$ cat src/rtl/core/hmcd_pkg.sv
`default_nettype none

package hmcd_pkg;

  typedef struct packed {
    logic [7:0] data_byte;
    logic       first_byte;
  } in_t;

  typedef struct packed {
    logic [1:0]  status;
    logic [16:0] message_length;
  } out_t;

  // byte classification handed from front to back
  typedef struct packed {
    logic       first;
    logic       is_cr;
    logic       is_lf;
    logic       is_ws;
    logic       is_plus;
    logic       is_minus;
    logic       is_digit;
    logic [3:0] digit;
    logic [7:0] lower;
  } cls_t;

  localparam logic [1:0] ST_MORE = 2'd0;
  localparam logic [1:0] ST_DONE = 2'd1;
  localparam logic [1:0] ST_BAD  = 2'd2;

  localparam logic [1:0] NUM_SKIP = 2'd0;
  localparam logic [1:0] NUM_TAKE = 2'd1;
  localparam logic [1:0] NUM_END  = 2'd2;

  localparam logic [3:0] NAME_LAST = 4'd14;

  localparam logic [7:0] CH_TAB   = 8'h09;
  localparam logic [7:0] CH_LF    = 8'h0a;
  localparam logic [7:0] CH_CR    = 8'h0d;
  localparam logic [7:0] CH_SPACE = 8'h20;
  localparam logic [7:0] CH_PLUS  = 8'h2b;
  localparam logic [7:0] CH_MINUS = 8'h2d;
  localparam logic [7:0] CH_ZERO  = 8'h30;
  localparam logic [7:0] CH_NINE  = 8'h39;
  localparam logic [7:0] CH_UC_A  = 8'h41;
  localparam logic [7:0] CH_UC_Z  = 8'h5a;
  localparam logic [7:0] CH_C     = 8'h63;

  // lower-case "content-length:"
  function automatic logic [7:0] name_char(input logic [3:0] idx);
    logic [7:0] ch;
    unique case (idx)
      4'd0:    ch = "c";
      4'd1:    ch = "o";
      4'd2:    ch = "n";
      4'd3:    ch = "t";
      4'd4:    ch = "e";
      4'd5:    ch = "n";
      4'd6:    ch = "t";
      4'd7:    ch = "-";
      4'd8:    ch = "l";
      4'd9:    ch = "e";
      4'd10:   ch = "n";
      4'd11:   ch = "g";
      4'd12:   ch = "t";
      4'd13:   ch = "h";
      4'd14:   ch = ":";
      default: ch = 8'h00;
    endcase
    return ch;
  endfunction

endpackage

`default_nettype wire

$ cat src/rtl/core/hmcd_front.sv
`default_nettype none

module hmcd_front
  import hmcd_pkg::*;
(
  input  wire  in_valid_i,
  output logic in_stall_o,
  input  in_t  in_data_i,
  input  wire  q_full_i,
  output logic q_push_o,
  output cls_t q_data_o
);

  logic [7:0] b;

  assign b          = in_data_i.data_byte;
  assign in_stall_o = q_full_i;
  assign q_push_o   = in_valid_i && !q_full_i;

  always_comb begin
    q_data_o.first    = in_data_i.first_byte;
    q_data_o.is_cr    = (b == CH_CR);
    q_data_o.is_lf    = (b == CH_LF);
    q_data_o.is_ws    = (b == CH_SPACE) || (b >= CH_TAB && b <= CH_CR);
    q_data_o.is_plus  = (b == CH_PLUS);
    q_data_o.is_minus = (b == CH_MINUS);
    q_data_o.is_digit = (b >= CH_ZERO) && (b <= CH_NINE);
    q_data_o.digit    = b[3:0];
    q_data_o.lower    = (b >= CH_UC_A && b <= CH_UC_Z) ? (b | CH_SPACE) : b;
  end

endmodule

`default_nettype wire

$ cat src/rtl/core/hmcd_queue.sv
`default_nettype none

module hmcd_queue
  import hmcd_pkg::*;
(
  input  wire  clk_i,
  input  wire  rst_ni,
  input  wire  push_i,
  input  cls_t push_data_i,
  output logic full_o,
  input  wire  pop_i,
  output logic not_empty_o,
  output cls_t pop_data_o
);

  cls_t       mem_q [2];
  logic       wr_ptr_q, wr_ptr_d;
  logic       rd_ptr_q, rd_ptr_d;
  logic [1:0] cnt_q, cnt_d;

  assign full_o      = (cnt_q == 2'd2);
  assign not_empty_o = (cnt_q != 2'd0);
  assign pop_data_o  = mem_q[rd_ptr_q];

  always_comb begin
    wr_ptr_d = push_i ? !wr_ptr_q : wr_ptr_q;
    rd_ptr_d = pop_i ? !rd_ptr_q : rd_ptr_q;
    cnt_d    = cnt_q + {1'b0, push_i} - {1'b0, pop_i};
  end

  always_ff @(posedge clk_i) begin
    if (push_i) begin
      mem_q[wr_ptr_q] <= push_data_i;
    end
  end

  always_ff @(posedge clk_i or negedge rst_ni) begin
    if (!rst_ni) begin
      wr_ptr_q <= 1'b0;
      rd_ptr_q <= 1'b0;
      cnt_q    <= 2'd0;
    end else begin
      wr_ptr_q <= wr_ptr_d;
      rd_ptr_q <= rd_ptr_d;
      cnt_q    <= cnt_d;
    end
  end

endmodule

`default_nettype wire

$ cat src/rtl/core/hmcd_back.sv
`default_nettype none

module hmcd_back
  import hmcd_pkg::*;
#(
  parameter longint unsigned MAX_MESSAGE_BYTES = 65536
) (
  input  wire  clk_i,
  input  wire  rst_ni,
  input  wire  q_not_empty_i,
  input  cls_t q_data_i,
  output logic q_pop_o,
  output logic out_valid_o,
  input  wire  out_stall_i,
  output out_t out_data_o
);

  localparam longint unsigned CAP = MAX_MESSAGE_BYTES + 64'd1;
  localparam int unsigned CW = $clog2(CAP + 64'd1);

  localparam logic [CW-1:0] CAP_W = CW'(CAP);
  localparam logic [CW:0]   MAX_W = (CW + 1)'(MAX_MESSAGE_BYTES);
  localparam logic [CW-1:0] MIN_BYTES = CW'(4);

  logic [CW-1:0] cnt_q, cnt_d;
  logic [1:0]    crlf_prog_q, crlf_prog_d;
  logic          lf_prog_q, lf_prog_d;
  logic          crlf_seen_q, crlf_seen_d;
  logic [CW-1:0] crlf_len_q, crlf_len_d;
  logic          lf_seen_q, lf_seen_d;
  logic [CW-1:0] lf_len_q, lf_len_d;
  logic [3:0]    name_prog_q, name_prog_d;
  logic          field_seen_q, field_seen_d;
  logic [1:0]    num_phase_q, num_phase_d;
  logic          neg_q, neg_d;
  logic [CW-1:0] body_q, body_d;

  logic eval_valid_q, eval_valid_d;
  logic out_valid_q, out_valid_d;
  out_t out_q;
  out_t eval_res;
  logic out_free;

  assign out_free     = !out_valid_q || !out_stall_i;
  assign q_pop_o      = q_not_empty_i && (!eval_valid_q || out_free);
  assign eval_valid_d = q_pop_o || (eval_valid_q && !out_free);
  assign out_valid_d  = (eval_valid_q && out_free) || (out_valid_q && out_stall_i);
  assign out_valid_o  = out_valid_q;
  assign out_data_o   = out_q;

  // state update for one popped byte
  always_comb begin
    logic [CW-1:0] cnt_b;
    logic [1:0]    crlf_prog_b;
    logic          lf_prog_b;
    logic          crlf_seen_b;
    logic          lf_seen_b;
    logic [3:0]    name_prog_b;
    logic          field_seen_b;
    logic [1:0]    num_phase_b;
    logic          neg_b;
    logic [CW-1:0] body_b;
    logic [CW+3:0] prod;

    cnt_d        = cnt_q;
    crlf_prog_d  = crlf_prog_q;
    lf_prog_d    = lf_prog_q;
    crlf_seen_d  = crlf_seen_q;
    crlf_len_d   = crlf_len_q;
    lf_seen_d    = lf_seen_q;
    lf_len_d     = lf_len_q;
    name_prog_d  = name_prog_q;
    field_seen_d = field_seen_q;
    num_phase_d  = num_phase_q;
    neg_d        = neg_q;
    body_d       = body_q;

    cnt_b        = cnt_q;
    crlf_prog_b  = crlf_prog_q;
    lf_prog_b    = lf_prog_q;
    crlf_seen_b  = crlf_seen_q;
    lf_seen_b    = lf_seen_q;
    name_prog_b  = name_prog_q;
    field_seen_b = field_seen_q;
    num_phase_b  = num_phase_q;
    neg_b        = neg_q;
    body_b       = body_q;
    prod         = '0;

    if (q_pop_o) begin
      // new message starts from a cleared state
      if (q_data_i.first) begin
        cnt_b        = '0;
        crlf_prog_b  = 2'd0;
        lf_prog_b    = 1'b0;
        crlf_seen_b  = 1'b0;
        lf_seen_b    = 1'b0;
        name_prog_b  = 4'd0;
        field_seen_b = 1'b0;
        num_phase_b  = NUM_SKIP;
        neg_b        = 1'b0;
        body_b       = '0;
        crlf_len_d   = '0;
        lf_len_d     = '0;
      end

      cnt_d = (cnt_b < CAP_W) ? cnt_b + CW'(1) : cnt_b;

      num_phase_d = num_phase_b;
      neg_d       = neg_b;
      body_d      = body_b;
      prod = ({4'd0, body_b} << 3) + ({4'd0, body_b} << 1) + (CW + 4)'(q_data_i.digit);
      if (field_seen_b) begin
        unique case (num_phase_b)
          NUM_SKIP: begin
            priority if (q_data_i.is_ws) begin
              num_phase_d = NUM_SKIP;
            end else if (q_data_i.is_plus) begin
              num_phase_d = NUM_TAKE;
            end else if (q_data_i.is_minus) begin
              neg_d       = 1'b1;
              num_phase_d = NUM_TAKE;
            end else if (q_data_i.is_digit) begin
              body_d      = CW'(q_data_i.digit);
              num_phase_d = NUM_TAKE;
            end else begin
              num_phase_d = NUM_END;
            end
          end
          NUM_TAKE: begin
            if (q_data_i.is_digit) begin
              body_d = (prod > (CW + 4)'(CAP)) ? CAP_W : prod[CW-1:0];
            end else begin
              num_phase_d = NUM_END;
            end
          end
          default: begin
            num_phase_d = num_phase_b;
          end
        endcase
      end

      crlf_seen_d = crlf_seen_b;
      crlf_prog_d = crlf_prog_b;
      if (!crlf_seen_b) begin
        unique case (crlf_prog_b)
          2'd0: crlf_prog_d = q_data_i.is_cr ? 2'd1 : 2'd0;
          2'd1: crlf_prog_d = q_data_i.is_lf ? 2'd2 : (q_data_i.is_cr ? 2'd1 : 2'd0);
          2'd2: crlf_prog_d = q_data_i.is_cr ? 2'd3 : 2'd0;
          default: begin
            if (q_data_i.is_lf) begin
              crlf_seen_d = 1'b1;
              crlf_len_d  = cnt_d;
              crlf_prog_d = 2'd0;
            end else begin
              crlf_prog_d = q_data_i.is_cr ? 2'd1 : 2'd0;
            end
          end
        endcase
      end

      lf_seen_d = lf_seen_b;
      lf_prog_d = lf_prog_b;
      if (!lf_seen_b) begin
        if (q_data_i.is_lf) begin
          if (lf_prog_b) begin
            lf_seen_d = 1'b1;
            lf_len_d  = cnt_d;
            lf_prog_d = 1'b0;
          end else begin
            lf_prog_d = 1'b1;
          end
        end else begin
          lf_prog_d = 1'b0;
        end
      end

      field_seen_d = field_seen_b;
      name_prog_d  = name_prog_b;
      if (!field_seen_b) begin
        if (q_data_i.lower == name_char(name_prog_b)) begin
          if (name_prog_b == NAME_LAST) begin
            field_seen_d = 1'b1;
            name_prog_d  = 4'd0;
          end else begin
            name_prog_d = name_prog_b + 4'd1;
          end
        end else begin
          name_prog_d = (q_data_i.lower == CH_C) ? 4'd1 : 4'd0;
        end
      end
    end
  end

  // completeness check on the state left by the last byte
  always_comb begin
    logic [CW-1:0] head;
    logic [CW-1:0] body_eff;
    logic [CW:0]   total;
    logic          neg_bad;

    head     = crlf_seen_q ? crlf_len_q : lf_len_q;
    body_eff = (field_seen_q && !neg_q) ? body_q : '0;
    neg_bad  = field_seen_q && neg_q && (body_q != '0);
    total    = {1'b0, head} + {1'b0, body_eff};

    eval_res.status         = ST_MORE;
    eval_res.message_length = 17'd0;
    if ((cnt_q >= MIN_BYTES) && (crlf_seen_q || lf_seen_q)) begin
      priority if (neg_bad || (total > MAX_W)) begin
        eval_res.status = ST_BAD;
      end else if ({1'b0, cnt_q} >= total) begin
        eval_res.status         = ST_DONE;
        eval_res.message_length = 17'(total);
      end
    end
  end

  always_ff @(posedge clk_i) begin
    if (eval_valid_q && out_free) begin
      out_q <= eval_res;
    end
  end

  always_ff @(posedge clk_i or negedge rst_ni) begin
    if (!rst_ni) begin
      cnt_q        <= '0;
      crlf_prog_q  <= 2'd0;
      lf_prog_q    <= 1'b0;
      crlf_seen_q  <= 1'b0;
      crlf_len_q   <= '0;
      lf_seen_q    <= 1'b0;
      lf_len_q     <= '0;
      name_prog_q  <= 4'd0;
      field_seen_q <= 1'b0;
      num_phase_q  <= NUM_SKIP;
      neg_q        <= 1'b0;
      body_q       <= '0;
      eval_valid_q <= 1'b0;
      out_valid_q  <= 1'b0;
    end else begin
      cnt_q        <= cnt_d;
      crlf_prog_q  <= crlf_prog_d;
      lf_prog_q    <= lf_prog_d;
      crlf_seen_q  <= crlf_seen_d;
      crlf_len_q   <= crlf_len_d;
      lf_seen_q    <= lf_seen_d;
      lf_len_q     <= lf_len_d;
      name_prog_q  <= name_prog_d;
      field_seen_q <= field_seen_d;
      num_phase_q  <= num_phase_d;
      neg_q        <= neg_d;
      body_q       <= body_d;
      eval_valid_q <= eval_valid_d;
      out_valid_q  <= out_valid_d;
    end
  end

endmodule

`default_nettype wire

$ cat src/rtl/core/http_message_completeness_detector_unit.sv
`default_nettype none

// Content-Length framing detector for HTTP requests. One byte is taken per
// transfer and exactly one status transfer comes back for every byte, in order:
// need more bytes, complete with the header-plus-body length, or bad (negative
// or over MAX_MESSAGE_BYTES). Setting first_byte starts a new message. The
// block sustains one byte per cycle while the output is not stalled; a byte's
// result is offered after the transfer writes the classified byte into a
// two-entry queue, then the matcher and length update, then the completeness
// check into the output register. Input stall rises only when the queue is
// full.
module http_message_completeness_detector_unit
  import hmcd_pkg::*;
#(
  parameter longint unsigned MAX_MESSAGE_BYTES = 65536
) (
  input  wire  clk_i,
  input  wire  rst_ni,
  input  wire  in_valid_i,
  output logic in_stall_o,
  input  in_t  in_data_i,
  output logic out_valid_o,
  input  wire  out_stall_i,
  output out_t out_data_o
);

  logic q_full;
  logic q_push;
  cls_t q_wdata;
  logic q_pop;
  logic q_not_empty;
  cls_t q_rdata;

  hmcd_front u_front (
    .in_valid_i (in_valid_i),
    .in_stall_o (in_stall_o),
    .in_data_i  (in_data_i),
    .q_full_i   (q_full),
    .q_push_o   (q_push),
    .q_data_o   (q_wdata)
  );

  hmcd_queue u_queue (
    .clk_i       (clk_i),
    .rst_ni      (rst_ni),
    .push_i      (q_push),
    .push_data_i (q_wdata),
    .full_o      (q_full),
    .pop_i       (q_pop),
    .not_empty_o (q_not_empty),
    .pop_data_o  (q_rdata)
  );

  hmcd_back #(
    .MAX_MESSAGE_BYTES (MAX_MESSAGE_BYTES)
  ) u_back (
    .clk_i         (clk_i),
    .rst_ni        (rst_ni),
    .q_not_empty_i (q_not_empty),
    .q_data_i      (q_rdata),
    .q_pop_o       (q_pop),
    .out_valid_o   (out_valid_o),
    .out_stall_i   (out_stall_i),
    .out_data_o    (out_data_o)
  );

endmodule

`default_nettype wire
$ cat config.mk
export PLATFORM = sky130hd
export DESIGN_NAME = http_message_completeness_detector_unit
export DESIGN_NICKNAME = d
export VERILOG_FILES = /design/src/rtl/core/hmcd_pkg.sv /design/src/rtl/core/hmcd_front.sv /design/src/rtl/core/hmcd_queue.sv /design/src/rtl/core/hmcd_back.sv /design/src/rtl/core/http_message_completeness_detector_unit.sv
export SDC_FILE = /design/constraint.sdc
export NUM_CORES = 1
export LEC_CHECK = 0
export BUFFER_PORTS_ARGS = -buffer_cell sky130_fd_sc_hd__buf_2
export CORE_MARGIN = 2
export CORE_UTILIZATION = 45
export CTS_CLUSTER_SIZE = 14
export DETAILED_ROUTE_END_ITERATION = 16
export HOLD_SLACK_MARGIN = 0.15
export PLACE_DENSITY_LB_ADDON = 0.12
export SYNTH_ARGS = -nofsm -noshare
export SYNTH_HDL_FRONTEND = slang
export SYNTH_HIERARCHICAL = 1
export SYNTH_SLANG_ARGS = --single-unit
export TNS_END_PERCENT = 1
$ cat constraint.sdc
create_clock -name clk_i -period 13.5 [get_ports clk_i]
set_input_delay 0 -clock clk_i [delete_from_list [all_inputs] [get_ports clk_i]]
set_output_delay 0 -clock clk_i [all_outputs]
set_load 0.03 [all_outputs]
==> run metrics <==
critical path buffer and inverter count=1; vias in the first global route=7,742; num rows=54; delay-heaviest family, CP=compound AO/OA/AOI/OAI gates; largest cells by area after synthesis=dfrtp_1 (22%), edfxtp_1 (17%), ha_1 (9.3%); CTS Buf Count=17; clk_lat worst skew=0.42 ns; total gr overflow=0; Core Util, Final=0.506; Int Power=0.985 mW; RSZ-0062 raised after global routing=false; switching share of power=0.382; Comb pwr share=0.357; Yosys warnings=6; Post-Place Cell Area=0.0104 mm^2; CTS Sinks=144; Synth Register Bits=144; Worst Hold Depth=2; Pleak=4.91 nW; reg2reg path depth=19; largest net degree at the start of global routing=52; Area growth syn-to-layout=10.2%; total track usage=0.223; TritonCTS clock tree=built; wire per inst=19.1 um; Synth top area share=0.217; critical path's slowest cell=dfrtp_1; worst setup path class=flip-flop to flip-flop; CTS max path bufs=2; detailed-route wire length=25,900 um; post-route ant nets=0; Initial Utilization=0.459; Design Area, Final=0.0111 mm^2; Tot Pwr=1.59 mW; IO buf count=33; # setup viols final=0; Hold Fails Final Rpt=0; setup_tns=0 ns; Crit path arrival time=6.07 ns; number of synthesized flops with an enable pin=57; post-synth design cell area=0.0100 mm^2; die footprint=0.0235 mm^2; clk root buf=clkbuf_16; relative slew slack=0.283; cells after synthesis=1,039; crit path max fanout=13; max-cap check violation count=0; # resized after CTS=0; sw power=0.608 mW; wire length of the first global-routing pass=42,100 um; Async SR Flop Fraction=0.604; top_reg_cell synth=dfrtp_1; Detailed Place HPWL=18,900 um; Power Density=144 mW/mm^2; beginning of the worst register-to-register path=u_back/crlf_seen_q; status=finished, final reports clean; Routability Congestion=0.823; worst vdd ir=0.104 mV; Hold/Removal Path Class=input pin to flip-flop; initial DRC count=586; Critical Path RT=13.66 ns; post-synth top area cell=dfrtp_1; min Tclk post-route=5.91 ns; H-Tree Level Count=4; Vias/cell=5.88; final number of max-transition violations=0; post-synth net total=1,129; core area=0.0219 mm^2; Die Ht=153 um; sequential share of the synthesized area=0.387; part of the power in registers=0.360; Clk pwr share=0.283; Avg Cell Area, Syn=9.67 um^2; clock slew at reported path FFs=0.07 ns; layout cells sized above 1=0.132; Antenna Cells=0; period utilisation layout=0.438; Distinct cells, synth=90; CP peak stage delay=0.67 ns; DRT Pass-1 Iters=5; worst slew pin tran=1.07 ns; RR Endpoint=u_back/out_data_o[4]; initial antenna violation count=0; flop2flop setup slack=7.59 ns; postcts setup bufs=0; Cell Chain, Critical Path=buf_4, mux2_2, ha_1, fa_1, a21o_1, a21oi_1, o211ai_1, a21o_1, a21oi_1, xor2_1, ha_1, nand3_1, nor2_1, a311o_1, a211o_1, a2111oi_0, nor3b_2, nand2_1, nor2_1; # DRC=0; Final #Nets=1,150; Clock Skews=0.0140 ns; vias=7,959; Critical Path Sink Type=flip-flop; worst hold start=in_data_i[0]; # IOs=34; Peak Freq=169 MHz; die width=153 um; Worst setup SP type=flip-flop; hold bufs inserted after CTS=14; Worst Hold End=u_queue/mem_q[0][18]
## registers in the layout (all words and copies together), names as in the netlist, 2 cells and up
| signal | cells |
|---|---|
| u_queue/cnt_q | 2 |
| u_back/body_q | 17 |
| u_back/name_prog_q | 4 |
| u_back/cnt_q | 17 |
| u_queue/mem_q | 38 |
| u_back/num_phase_q | 2 |
| u_back/out_data_o | 19 |
| u_back/crlf_prog_q | 2 |
| u_back/crlf_len_q | 17 |
| u_back/lf_len_q | 17 |
## metrics by stage
step           hold WS [ns]  worst slack, ns  instances
6_report              0.306             7.59       1353
3_3_place_gp      -0.000940             7.73       1307
4_1_cts               0.307             7.62       1353
3_5_place_dp       -0.00148             7.64       1307
2_1_floorplan        -0.296             8.35       1039
5_1_grt               0.313             6.97       1353
## power groups by stage
stage | clock network, mW | logic, mW | registers, mW
after floorplan | 0 | 0.401 | 0.599
final | 0.451 | 0.569 | 0.573
after global routing | 0.478 | 0.628 | 0.581
after CTS | 0.458 | 0.570 | 0.574
after detailed placement | 0 | 0.564 | 0.582
after global placement | 0 | 0.562 | 0.581
## layer usage
| layer | up-vias | GRT usage | part of all wire |
|---|---|---|---|
| met5 | - | 0 | 0 |
| met3 | 30 | 0.0366 | 0.050 |
| met1 | 3832 | 0.315 | 0.48 |
| met2 | 204 | 0.353 | 0.45 |
| li1 | 3893 | - | - |
| met4 | 0 | 0.0660 | 0.017 |
## cells by family (layout without fill, tap and decap cells)
family                     count (synthesis)  count (layout)  share of synthesized area
and+or+nand+nor                          353             353                      0.174
AOI/OAI and AO/OA                        282             282                      0.200
adders and majority gates                 77              77                     0.0974
buffers and inverters                     91             125                     0.0417
muxes                                     43              43                     0.0548
xor gates and xnor gates                  49              49                     0.0449
DFF                                      144             144                      0.387
## worst max path at each step
stage	from	end	slack, ns	depth (start not counted)
after floorplan	u_back/crlf_seen_q	u_back/out_data_o[15]	8.35	20
after global placement	u_back/crlf_seen_q	u_back/out_data_o[4]	7.73	19
after detailed placement	u_back/crlf_seen_q	u_back/out_data_o[5]	7.64	19
after CTS	u_back/crlf_seen_q	u_back/out_data_o[10]	7.62	19
after global routing	u_back/field_seen_q	u_back/out_data_o[7]	6.97	19
final	u_back/crlf_seen_q	u_back/out_data_o[4]	7.59	19
## cells in the mapped netlist (all sizes together) (28+ instances only)
cell type  number
dfrtp          87
a21oi          53
edfxtp         57
o21ai          68
nor2b          28
xor2           28
nor2           82
mux2           39
nand2         103
inv            37
clkbuf         30
ha             75
## layout by cell type, fill, tap and decap left out, types with 7 or more instances in the layout
master	n
dlygate4sd3_1	13
buf_2	32
o21a_1	12
xnor2_1	20
and2_1	22
o22ai_1	7
o211ai_1	9
a22o_1	26
edfxtp_1	57
nor4_1	10
inv_1	36
a221oi_1	8
a21oi_1	50
nand4_1	19
a211oi_1	13
ha_1	75
nand3_1	23
nand2_1	102
dfrtp_1	87
buf_4	10
mux2_2	20
a31oi_1	7
nor2_1	82
or3_1	7
xor2_1	27
mux2_4	19
nor3_1	23
o21ai_0	62
clkbuf_16	17
nor2b_1	27
nand2b_1	8
a21o_1	20
## worst reg2reg max path, stage by stage (launching register included)
cell,delay (ns)
dfrtp_1,0.67
buf_4,0.31
mux2_2,0.37
ha_1,0.22
fa_1,0.41
a21o_1,0.17
a21oi_1,0.30
o211ai_1,0.15
a21o_1,0.20
a21oi_1,0.18
xor2_1,0.33
ha_1,0.31
nand3_1,0.09
nor2_1,0.04
a311o_1,0.36
a211o_1,0.27
a2111oi_0,0.67
nor3b_2,0.14
nand2_1,0.36
nor2_1,0.09
## cell type report
type / count / area [um^2]
inverter: 37 / 139
tap: 280 / 350
clock inverter: 14 / 131
clock buffer: 18 / 429
multi-input combinational: 804 / 5750
fill: 2068 / 10800
sequential: 144 / 3890
timing repair buffer: 56 / 385
Note: power is estimated with default switching activity, not from simulation.
